==> src/rtl/core/tge_pkg.sv <==
// ----------------------------------------------------------------------------
// tge_pkg
// Shared types, constants and helper functions of the trackpad gesture engine.
// ----------------------------------------------------------------------------
`default_nettype none

package tge_pkg;

    localparam int COORD_BITS  = 12;
    localparam int PANEL_SCALE = 3;
    localparam int TIME_BITS   = 32;
    localparam int CUR_BITS    = 10;
    localparam int HOLD_BITS   = 16;
    localparam int THR_BITS    = 8;
    localparam int SIZE_BITS   = 11;
    localparam int KIND_BITS   = 2;

    localparam int ADDR_BITS   = 4;
    localparam int DATA_BITS   = 32;

    localparam int MAX_EVENTS  = 3;
    localparam int CNT_BITS    = 2;

    localparam int RST_HOLD    = 150;
    localparam int RST_THR     = 5;
    localparam int RST_WIDTH   = 426;
    localparam int RST_HEIGHT  = 240;
    localparam int RST_CUR_X   = RST_WIDTH / 2;
    localparam int RST_CUR_Y   = RST_HEIGHT / 2;

    localparam int SIZE_MAX    = 1 << CUR_BITS;

    localparam int DIV_SHIFT   = COORD_BITS + 3;
    localparam int DIV_RECIP   = ((1 << DIV_SHIFT) + PANEL_SCALE - 1) / PANEL_SCALE;
    localparam int RECIP_BITS  = $clog2(DIV_RECIP + 1);
    localparam int PROD_BITS   = COORD_BITS + RECIP_BITS;

    typedef enum logic [1:0] {
        REG_HOLD   = 2'd0,
        REG_THR    = 2'd1,
        REG_WIDTH  = 2'd2,
        REG_HEIGHT = 2'd3
    } reg_idx_t;

    typedef enum logic [KIND_BITS-1:0] {
        EV_MOVE = 2'd0,
        EV_DOWN = 2'd1,
        EV_UP   = 2'd2
    } ev_kind_t;

    typedef struct packed {
        logic [HOLD_BITS-1:0] hold_time_ms;
        logic [THR_BITS-1:0]  move_threshold;
        logic [SIZE_BITS-1:0] screen_width;
        logic [SIZE_BITS-1:0] screen_height;
    } cfg_t;

    typedef struct packed {
        ev_kind_t            kind;
        logic [CUR_BITS-1:0] x;
        logic [CUR_BITS-1:0] y;
    } event_t;

    typedef struct packed {
        logic [CNT_BITS-1:0]          count;
        event_t [MAX_EVENTS-1:0]      ev;
    } bundle_t;

    function automatic logic [CUR_BITS-1:0] axis_limit(input logic [SIZE_BITS-1:0] size);
        logic [CUR_BITS-1:0] lim;
        if (size == '0) begin
            lim = '0;
        end else if (size > SIZE_BITS'(SIZE_MAX)) begin
            lim = CUR_BITS'(SIZE_MAX - 1);
        end else begin
            lim = CUR_BITS'(size - SIZE_BITS'(1));
        end
        return lim;
    endfunction

    // truncate toward zero: divide magnitude by reciprocal multiply, restore sign
    function automatic logic signed [COORD_BITS:0] scale_div(
        input logic signed [COORD_BITS:0] d
    );
        logic [COORD_BITS-1:0] mag;
        logic [PROD_BITS-1:0]  prod;
        logic [COORD_BITS-1:0] q;
        logic signed [COORD_BITS:0] qs;
        mag  = d[COORD_BITS] ? COORD_BITS'(-d) : d[COORD_BITS-1:0];
        prod = PROD_BITS'(mag) * PROD_BITS'(DIV_RECIP);
        q    = COORD_BITS'(prod >> DIV_SHIFT);
        qs   = $signed({1'b0, q});
        return d[COORD_BITS] ? -qs : qs;
    endfunction

endpackage

`default_nettype wire

==> src/rtl/core/trackpad_gesture_engine_unit.sv <==
// ----------------------------------------------------------------------------
// trackpad_gesture_engine_unit
// Relative-motion trackpad gesture decoder: touch samples in, pointer events out.
// ----------------------------------------------------------------------------
// Each accepted touch sample is registered, decoded combinationally against the
// gesture state, and its events (none to three: tap gives move, down, up; a
// hold gives move and down, possibly followed by a cursor move; a release of
// a drag gives up) are loaded into an event bundle register that drains one
// beat per cycle on the m_ channel while m_ready is high, with m_last_event on
// the final beat of a sample. The input register accepts the next sample while
// a bundle is still draining.
// ----------------------------------------------------------------------------
`default_nettype none

module trackpad_gesture_engine_unit
    import tge_pkg::*;
(
    input  wire logic                  aclk,
    input  wire logic                  aresetn,

    input  wire logic                  s_valid,
    output logic                       s_ready,
    input  wire logic                  s_touching,
    input  wire logic [COORD_BITS-1:0] s_panel_x,
    input  wire logic [COORD_BITS-1:0] s_panel_y,
    input  wire logic [TIME_BITS-1:0]  s_time_ms,

    output logic                       m_valid,
    input  wire logic                  m_ready,
    output logic [KIND_BITS-1:0]       m_event_kind,
    output logic [CUR_BITS-1:0]        m_cursor_x,
    output logic [CUR_BITS-1:0]        m_cursor_y,
    output logic                       m_last_event,

    input  wire logic                  psel,
    input  wire logic                  penable,
    input  wire logic                  pwrite,
    input  wire logic [ADDR_BITS-1:0]  paddr,
    input  wire logic [DATA_BITS-1:0]  pwdata,
    output logic      [DATA_BITS-1:0]  prdata,
    output logic                       pready
);

    cfg_t                  cfg;
    bundle_t               core_bundle;

    logic                  in_vld_reg;
    logic                  in_touch_reg;
    logic [COORD_BITS-1:0] in_x_reg;
    logic [COORD_BITS-1:0] in_y_reg;
    logic [TIME_BITS-1:0]  in_time_reg;

    logic                  bun_vld_reg, bun_vld_next;
    bundle_t               bun_reg,     bun_next;
    logic [CNT_BITS-1:0]   slot_reg,    slot_next;

    logic                  out_last;
    logic                  out_fire;
    logic                  drain;
    logic                  adv;
    event_t                cur_ev;

    tge_regs u_regs (
        .aclk    (aclk),
        .aresetn (aresetn),
        .psel    (psel),
        .penable (penable),
        .pwrite  (pwrite),
        .paddr   (paddr),
        .pwdata  (pwdata),
        .prdata  (prdata),
        .pready  (pready),
        .cfg     (cfg)
    );

    tge_core u_core (
        .aclk     (aclk),
        .aresetn  (aresetn),
        .cfg      (cfg),
        .step     (adv),
        .touching (in_touch_reg),
        .tx       (in_x_reg),
        .ty       (in_y_reg),
        .now      (in_time_reg),
        .bundle   (core_bundle)
    );

    assign out_last = slot_reg == (bun_reg.count - CNT_BITS'(1));
    assign out_fire = bun_vld_reg && m_ready;
    assign drain    = out_fire && out_last;
    assign adv      = in_vld_reg && (!bun_vld_reg || drain);
    assign s_ready  = !in_vld_reg || adv;

    assign cur_ev       = bun_reg.ev[slot_reg];
    assign m_valid      = bun_vld_reg;
    assign m_event_kind = cur_ev.kind;
    assign m_cursor_x   = cur_ev.x;
    assign m_cursor_y   = cur_ev.y;
    assign m_last_event = out_last;

    always_comb begin
        bun_vld_next = bun_vld_reg;
        bun_next     = bun_reg;
        slot_next    = slot_reg;
        if (adv) begin
            bun_vld_next = core_bundle.count != '0;
            bun_next     = core_bundle;
            slot_next    = '0;
        end else if (out_fire) begin
            if (out_last) begin
                bun_vld_next = 1'b0;
            end else begin
                slot_next = slot_reg + CNT_BITS'(1);
            end
        end
    end

    always_ff @(posedge aclk) begin
        if (!aresetn) begin
            in_vld_reg  <= 1'b0;
            bun_vld_reg <= 1'b0;
            slot_reg    <= '0;
        end else begin
            if (s_valid && s_ready) begin
                in_vld_reg <= 1'b1;
            end else if (adv) begin
                in_vld_reg <= 1'b0;
            end
            bun_vld_reg <= bun_vld_next;
            slot_reg    <= slot_next;
        end
    end

    always_ff @(posedge aclk) begin
        if (s_valid && s_ready) begin
            in_touch_reg <= s_touching;
            in_x_reg     <= s_panel_x;
            in_y_reg     <= s_panel_y;
            in_time_reg  <= s_time_ms;
        end
        bun_reg <= bun_next;
    end

endmodule

`default_nettype wire

==> src/rtl/core/tge_regs.sv <==
// ----------------------------------------------------------------------------
// tge_regs
// APB-style configuration registers: hold time, threshold, screen size.
// ----------------------------------------------------------------------------
`default_nettype none

module tge_regs
    import tge_pkg::*;
(
    input  wire logic                 aclk,
    input  wire logic                 aresetn,
    input  wire logic                 psel,
    input  wire logic                 penable,
    input  wire logic                 pwrite,
    input  wire logic [ADDR_BITS-1:0] paddr,
    input  wire logic [DATA_BITS-1:0] pwdata,
    output logic      [DATA_BITS-1:0] prdata,
    output logic                      pready,
    output cfg_t                      cfg
);

    cfg_t     cfg_reg;
    cfg_t     cfg_next;
    reg_idx_t idx;
    logic     wr_en;

    assign idx    = reg_idx_t'(paddr[ADDR_BITS-1:2]);
    assign wr_en  = psel && penable && pwrite && pready;
    assign pready = 1'b1;
    assign cfg    = cfg_reg;

    always_comb begin
        cfg_next = cfg_reg;
        if (wr_en) begin
            unique case (idx)
                REG_HOLD:   cfg_next.hold_time_ms   = pwdata[HOLD_BITS-1:0];
                REG_THR:    cfg_next.move_threshold = pwdata[THR_BITS-1:0];
                REG_WIDTH:  cfg_next.screen_width   = pwdata[SIZE_BITS-1:0];
                REG_HEIGHT: cfg_next.screen_height  = pwdata[SIZE_BITS-1:0];
                default:    cfg_next = cfg_reg;
            endcase
        end
    end

    always_comb begin
        unique case (idx)
            REG_HOLD:   prdata = DATA_BITS'(cfg_reg.hold_time_ms);
            REG_THR:    prdata = DATA_BITS'(cfg_reg.move_threshold);
            REG_WIDTH:  prdata = DATA_BITS'(cfg_reg.screen_width);
            REG_HEIGHT: prdata = DATA_BITS'(cfg_reg.screen_height);
            default:    prdata = '0;
        endcase
    end

    always_ff @(posedge aclk) begin
        if (!aresetn) begin
            cfg_reg.hold_time_ms   <= HOLD_BITS'(RST_HOLD);
            cfg_reg.move_threshold <= THR_BITS'(RST_THR);
            cfg_reg.screen_width   <= SIZE_BITS'(RST_WIDTH);
            cfg_reg.screen_height  <= SIZE_BITS'(RST_HEIGHT);
        end else begin
            cfg_reg <= cfg_next;
        end
    end

endmodule

`default_nettype wire

==> src/rtl/core/tge_core.sv <==
// ----------------------------------------------------------------------------
// tge_core
// Gesture state and per-sample decode into a bundle of up to three events.
// ----------------------------------------------------------------------------
`default_nettype none

module tge_core
    import tge_pkg::*;
(
    input  wire logic                  aclk,
    input  wire logic                  aresetn,
    input  wire cfg_t                  cfg,
    input  wire logic                  step,
    input  wire logic                  touching,
    input  wire logic [COORD_BITS-1:0] tx,
    input  wire logic [COORD_BITS-1:0] ty,
    input  wire logic [TIME_BITS-1:0]  now,
    output bundle_t                    bundle
);

    typedef enum logic [1:0] {
        MODE_IDLE    = 2'd0,
        MODE_PENDING = 2'd1,
        MODE_MOVE    = 2'd2,
        MODE_DRAG    = 2'd3
    } mode_t;

    mode_t                  mode_reg,   mode_next;
    logic [CUR_BITS-1:0]    cur_x_reg,  cur_x_next;
    logic [CUR_BITS-1:0]    cur_y_reg,  cur_y_next;
    logic [COORD_BITS-1:0]  anc_x_reg,  anc_x_next;
    logic [COORD_BITS-1:0]  anc_y_reg,  anc_y_next;
    logic [COORD_BITS-1:0]  down_x_reg, down_x_next;
    logic [COORD_BITS-1:0]  down_y_reg, down_y_next;
    logic [TIME_BITS-1:0]   down_t_reg, down_t_next;

    logic signed [COORD_BITS:0]   mdx, mdy, adx, ady, dx, dy;
    logic [COORD_BITS-1:0]        mag_x, mag_y;
    logic                         moved, held, nonzero;
    logic [TIME_BITS-1:0]         elapsed;
    logic signed [COORD_BITS+1:0] sum_x, sum_y;
    logic [CUR_BITS-1:0]          lim_x, lim_y, new_x, new_y;
    mode_t                        eff_mode;
    logic                         hold_ev, motion, tap, up_only;
    event_t                       ev_old_move, ev_old_down, ev_old_up, ev_new_move;

    // pending touch: distance from the down point and time since touch-down
    assign mdx     = $signed({1'b0, tx}) - $signed({1'b0, down_x_reg});
    assign mdy     = $signed({1'b0, ty}) - $signed({1'b0, down_y_reg});
    assign mag_x   = mdx[COORD_BITS] ? COORD_BITS'(-mdx) : mdx[COORD_BITS-1:0];
    assign mag_y   = mdy[COORD_BITS] ? COORD_BITS'(-mdy) : mdy[COORD_BITS-1:0];
    assign moved   = (mag_x > COORD_BITS'(cfg.move_threshold))
                  || (mag_y > COORD_BITS'(cfg.move_threshold));
    assign elapsed = now - down_t_reg;
    assign held    = elapsed >= TIME_BITS'(cfg.hold_time_ms);

    // motion: scaled anchor delta added to the cursor, clamped per axis
    assign adx     = $signed({1'b0, tx}) - $signed({1'b0, anc_x_reg});
    assign ady     = $signed({1'b0, ty}) - $signed({1'b0, anc_y_reg});
    assign dx      = scale_div(adx);
    assign dy      = scale_div(ady);
    assign nonzero = (dx != '0) || (dy != '0);
    assign sum_x   = $signed({{(COORD_BITS+2-CUR_BITS){1'b0}}, cur_x_reg})
                   + (COORD_BITS+2)'(dx);
    assign sum_y   = $signed({{(COORD_BITS+2-CUR_BITS){1'b0}}, cur_y_reg})
                   + (COORD_BITS+2)'(dy);
    assign lim_x   = axis_limit(cfg.screen_width);
    assign lim_y   = axis_limit(cfg.screen_height);

    always_comb begin
        if (sum_x < 0) begin
            new_x = '0;
        end else if (sum_x > $signed({{(COORD_BITS+2-CUR_BITS){1'b0}}, lim_x})) begin
            new_x = lim_x;
        end else begin
            new_x = sum_x[CUR_BITS-1:0];
        end
        if (sum_y < 0) begin
            new_y = '0;
        end else if (sum_y > $signed({{(COORD_BITS+2-CUR_BITS){1'b0}}, lim_y})) begin
            new_y = lim_y;
        end else begin
            new_y = sum_y[CUR_BITS-1:0];
        end
    end

    always_comb begin
        eff_mode = mode_reg;
        hold_ev  = 1'b0;
        if (touching) begin
            unique case (mode_reg)
                MODE_IDLE: begin
                    eff_mode = MODE_PENDING;
                end
                MODE_PENDING: begin
                    if (moved) begin
                        eff_mode = MODE_MOVE;
                    end else if (held) begin
                        eff_mode = MODE_DRAG;
                        hold_ev  = 1'b1;
                    end
                end
                default: eff_mode = mode_reg;
            endcase
        end else begin
            eff_mode = MODE_IDLE;
        end
    end

    assign motion  = touching && nonzero
                  && ((eff_mode == MODE_MOVE) || (eff_mode == MODE_DRAG));
    assign tap     = !touching && (mode_reg == MODE_PENDING);
    assign up_only = !touching && (mode_reg == MODE_DRAG);

    assign ev_old_move = '{kind: EV_MOVE, x: cur_x_reg, y: cur_y_reg};
    assign ev_old_down = '{kind: EV_DOWN, x: cur_x_reg, y: cur_y_reg};
    assign ev_old_up   = '{kind: EV_UP,   x: cur_x_reg, y: cur_y_reg};
    assign ev_new_move = '{kind: EV_MOVE, x: new_x,     y: new_y};

    always_comb begin
        bundle = '0;
        if (tap) begin
            bundle.count = CNT_BITS'(3);
            bundle.ev[0] = ev_old_move;
            bundle.ev[1] = ev_old_down;
            bundle.ev[2] = ev_old_up;
        end else if (up_only) begin
            bundle.count = CNT_BITS'(1);
            bundle.ev[0] = ev_old_up;
        end else begin
            if (hold_ev) begin
                bundle.ev[0] = ev_old_move;
                bundle.ev[1] = ev_old_down;
                bundle.count = CNT_BITS'(2);
            end
            if (motion) begin
                bundle.ev[hold_ev ? 2 : 0] = ev_new_move;
                bundle.count = bundle.count + CNT_BITS'(1);
            end
        end
    end

    always_comb begin
        mode_next   = mode_reg;
        cur_x_next  = cur_x_reg;
        cur_y_next  = cur_y_reg;
        anc_x_next  = anc_x_reg;
        anc_y_next  = anc_y_reg;
        down_x_next = down_x_reg;
        down_y_next = down_y_reg;
        down_t_next = down_t_reg;
        if (step) begin
            mode_next = eff_mode;
            if (touching && (mode_reg == MODE_IDLE)) begin
                anc_x_next  = tx;
                anc_y_next  = ty;
                down_x_next = tx;
                down_y_next = ty;
                down_t_next = now;
            end
            if (motion) begin
                cur_x_next = new_x;
                cur_y_next = new_y;
                anc_x_next = tx;
                anc_y_next = ty;
            end
        end
    end

    always_ff @(posedge aclk) begin
        if (!aresetn) begin
            mode_reg   <= MODE_IDLE;
            cur_x_reg  <= CUR_BITS'(RST_CUR_X);
            cur_y_reg  <= CUR_BITS'(RST_CUR_Y);
            anc_x_reg  <= '0;
            anc_y_reg  <= '0;
            down_x_reg <= '0;
            down_y_reg <= '0;
            down_t_reg <= '0;
        end else begin
            mode_reg   <= mode_next;
            cur_x_reg  <= cur_x_next;
            cur_y_reg  <= cur_y_next;
            anc_x_reg  <= anc_x_next;
            anc_y_reg  <= anc_y_next;
            down_x_reg <= down_x_next;
            down_y_reg <= down_y_next;
            down_t_reg <= down_t_next;
        end
    end

endmodule

`default_nettype wire

==> config.mk <==
export PLATFORM = sky130hd
export DESIGN_NAME = trackpad_gesture_engine_unit
export DESIGN_NICKNAME = d
export VERILOG_FILES = /design/src/rtl/core/tge_pkg.sv /design/src/rtl/core/trackpad_gesture_engine_unit.sv /design/src/rtl/core/tge_regs.sv /design/src/rtl/core/tge_core.sv
export SDC_FILE = /design/constraint.sdc
export NUM_CORES = 1
export LEC_CHECK = 0
export BUFFER_PORTS_ARGS = -buffer_cell sky130_fd_sc_hd__buf_4
export CAP_MARGIN = 20
export CORE_ASPECT_RATIO = 1.2
export CORE_MARGIN = 1
export CORE_UTILIZATION = 40
export DETAILED_ROUTE_END_ITERATION = 8
export PLACE_DENSITY = 0.62
export SLEW_MARGIN = 20
export SYNTH_ARGS = -nofsm -noshare
export SYNTH_HDL_FRONTEND = slang
export SYNTH_HIERARCHICAL = 1
export SYNTH_SLANG_ARGS = --single-unit
==> constraint.sdc <==
create_clock -name aclk -period 15 [get_ports aclk]
set_input_delay 1.5 -clock aclk [delete_from_list [all_inputs] [get_ports aclk]]
set_output_delay 1.5 -clock aclk [all_outputs]
set_load 0.005 [all_outputs]
==> results by stage <==
Worst setup path:
- Of all nets on the critical path, the largest fanout is 12.
- The startpoint class of the critical path is a register.
- The stage delay of the slowest cell on the critical path is 620 ps.
- The cell seen most often among critical-path stages is inv_1.
- The worst-case register-to-register setup slack is 1730 ps.
- The category of the worst setup path capture point is a register.
- On the critical path, the stage with the largest delay is an instance of fa_1.
- The reg-to-reg critical path endpoint is bun_reg[1]$_DFFE_PP_.
- For the worst flop-to-flop path, the logic depth is 53.
- The launching point of the worst reg2reg path is in_y_reg[0]$_DFFE_PP_.
- The type of the worst setup path is reg -> reg.
- For the worst setup path, the data required time is 15310 ps.
- Data on the critical path arrives at its endpoint at 13580 ps.

Die:
- The floorplan has 103 rows.
- The die covers 0.0681 mm2.
- The number of top-level design ports is 158.
- The height of the chip is 286 um.
- The floorplan step defined a core boundary enclosing 0.0661 mm2.
- The floorplan die width is 238 um.
- Once the floorplan was initialized, standard cells occupied 40.6% of the core.

Finish:
- The filler cells instantiated in the layout total 6580.
- The final net count is 3729.
- The number of antenna repair diodes is 0.
- The flip-flop count of the largest register, all copies and words added is 68.
- The post-route netlist has 8.67% of its cells at a drive strength greater than 1.
- The layout-stage area growth over the synthesis result is 10.2%.

Drt:
- After detailed routing, the average wire length per cell comes to 16.9 um.
- The final wirelength is 70200 um.
- Before antenna repair, the detailed router went through 5 iterations.
- The number of violations reported at the end of detailed-routing iteration 0 is 1050.
- After detailed routing, the number of remaining DRC violations is 0.
- Using the TritonRoute via totals, the vias-per-cell ratio works out to 5.38.
- The post-detailed-route count of antenna-violating nets is 0.
- The detailed router placed 22.3k vias in this run.

Clocking:
- After clock tree synthesis, the clock-pin slew on the worst setup and hold paths is 70 ps.
- The post-CTS repair timing setup buffer count is 0.
- The clock passes through at most 3 buffers.
- The number of gates resized after CTS is 0.
- Clock tree synthesis found a total of 277 sinks.
- The number of CTS-inserted buffers is 31.
- The number of hold-repair buffers added at the cts stage is 0.
- At the later pin of the worst-skew pair, clock insertion delay measures 610 ps.
- CTS built an H-tree with a depth of 1.
- The TritonCTS clock tree is done.
- The clock tree root driver cell is clkbuf_16.

Placement:
- The post-detailed-placement half-perimeter wirelength is 55100 um.
- Buffers placed on the I/O ports in this run total 122.
- Routability-driven placement finished with a final weighted congestion of 0.920.

Yosys:
- The synthesized netlist occupies a cell area of 0.0268 mm2.
- The top flip-flop cell by instance count after synthesis is dfxtp_1.
- Dividing the synthesized area by the synthesized cell count gives 8.49 um2.
- The proportion of netlist area held by the largest area contributor is 14.0%.
- After synthesis, the cell types taking the most area are edfxtp_1 (14%), ha_1 (14%), dfxtp_1 (11%).
- The number of different library cells used by synthesis comes to 114.
- The part of the Yosys area used for sequential elements is 25.3%.
- edfxtp_1 takes more of the synthesized area than any other cell.
- The number of storage elements in the synthesis netlist is 277.
- The gate count after technology mapping is 3162.
- Counting flops with a built-in enable in the synthesized netlist gives 125.
- The synthesis warning total is 6.
- The share of flip-flops with an asynchronous set or reset is 0%.

Timing:
- Setup repair after global routing left no endpoint under its margin.
- For the pin with the worst max-slew slack, the measured transition is 1050 ps.
- The final hold violation count is 0.
- Static timing analysis puts the maximum clock frequency at 75.4 MHz.
- Setup violations remaining at the end of the flow were counted as 0.
- The minimum clock period is 13270 ps.
- The final worst-path cycle share is 88.4%.
- The clock tree skew after final layout is 15.4 ps.
- The sum of negative setup slack is 0 ps.
- The count of final max-slew check failures is 0.
- The worst pin sits at a relative slew slack of 29.8%.

Global route:
- The number of global-route vias before repair is 21.9k.
- Global routing used 20.6% of the available tracks across all layers.
- The initial antenna violation count is 0.
- For this run the aggregate overflow at the end of global routing stands at 0.
- The first global-routing pass estimated 113000 um of wire.
- Entering global routing, the biggest net connects 99 pins.

Min path:
- Along the worst hold path, the cell count comes to 2.
- In this run the worst hold path is classified as reg -> reg.
- The startpoint of the tightest hold check path is u_core/down_t_reg[15]$_SDFFE_PN0P_.
- The path with the worst hold slack has its endpoint at u_core/down_t_reg[15]$_SDFFE_PN0P_.

Run:
- The max-cap violation count is 0.

Outcome:
- The run finished with clean final reports.
cell usage in the layout, fill, tap and decap left out, types with 10 or more instances in the layout:
cell,count
a211o_1,11
a211oi_1,19
a21boi_0,14
a21o_1,57
a21oi_1,224
a22oi_1,10
a31oi_1,17
and2_1,37
and3_1,22
buf_4,139
clkbuf_16,35
conb_1,20
dfxtp_1,152
edfxtp_1,125
fa_1,91
ha_1,299
inv_1,392
mux2_2,12
mux2i_1,116
nand2_1,407
nand2b_1,29
nand3_1,56
nand4_1,27
nor2_1,147
nor2b_1,46
nor3_1,44
nor3b_1,12
nor4_1,28
o2111ai_1,10
o211ai_1,34
o21a_1,28
o21ai_0,113
o21ai_1,37
o21bai_1,18
o31ai_1,33
or2_2,20
or3_1,31
xnor2_1,86
xor2_1,46
cell type report:
type	instances	area, um2	area share, %
multi-input cells	2395	18000	60.9
flip-flops and latches	277	6800	23.0
inverters	394	1480	5.00
well taps	892	1120	3.78
repair buffers	140	1070	3.62
clock buffers	43	930	3.14
clock inverters	15	159	0.537
worst max-delay path, delay by kind of cell (launching register included):
family | cells | cell delay [ps]
xor+xnor | 4 | 750
buf+inv | 8 | 730
fa+ha+maj | 10 | 4280
compound gates | 15 | 3210
simple gates | 16 | 3570
flops | 1 | 370
how the worst max path moves through the flow:
stage,slack (ps),to,from,cells past startpoint
floorplan,3460,bun_reg[3]$_DFFE_PP_,in_y_reg[0]$_DFFE_PP_,54
detailed placement,1770,bun_reg[1]$_DFFE_PP_,in_y_reg[0]$_DFFE_PP_,53
CTS,1740,bun_reg[1]$_DFFE_PP_,in_y_reg[0]$_DFFE_PP_,53
finish,1730,bun_reg[1]$_DFFE_PP_,in_y_reg[0]$_DFFE_PP_,53
global route,690,bun_reg[2]$_DFFE_PP_,in_y_reg[1]$_DFFE_PP_,52
global placement,1870,bun_reg[1]$_DFFE_PP_,in_y_reg[0]$_DFFE_PP_,53
cell families (layout without fill, tap and decap cells):
logic type | Yosys count | count (layout) | share of synthesized area (%)
compound gates | 742 | 742 | 18.2
buf+inv | 507 | 592 | 7.86
mux | 140 | 140 | 5.68
xor+xnor | 136 | 136 | 4.62
fa+ha+maj | 390 | 390 | 20.7
simple gates | 967 | 967 | 17.5
flops | 277 | 277 | 25.3
other cells | 3 | 20 | 0.0420
synth_stat cells (all sizes together), types with 10 or more instances:
master / number
mux2i: 117
xnor2: 88
xor2: 47
o2111ai: 10
a21oi: 224
edfxtp: 125
ha: 299
o21ai: 157
o21a: 29
nor2b: 47
a21boi: 16
or4: 10
fa: 91
clkbuf: 56
a211o: 11
nor4: 28
and3: 24
o31ai: 33
nor3b: 12
and2: 40
mux2: 15
a211oi: 21
dfxtp: 152
a22oi: 11
buf: 57
o211ai: 37
nand4: 28
or2: 21
a21o: 57
a31oi: 17
or3: 31
nor3: 44
o21bai: 18
nand2b: 30
inv: 394
nor2: 149
nand3: 58
nand2: 408
per-stage QoR:
step                      instance area [um2]  setup WS, ps  hold slack, ps  cells  utilization [%]
after floorplan                         26900          3460             436   3179                -
after global placement                  28400          1870             442   4097             43.0
after detailed placement                28400          1770             447   4097             43.0
after CTS                               29500          1740             455   4155             44.7
after global routing                    29600           691             468   4156             44.7
final                                   29600          1730             452   4156             44.7
layer usage:
metal / global-route usage, % / wire length, um / vias to the layer above
met5: 0 / 0 / -
met4: 6.86 / 2230 / 0
met3: 1.98 / 2430 / 96
met2: 38.0 / 35500 / 394
met1: 24.8 / 30100 / 10600
li1: - / - / 11200
Power is left out: the tool's default activity adds up to more than one toggle a clock period on the data nets, which glitch-free logic cannot reach.
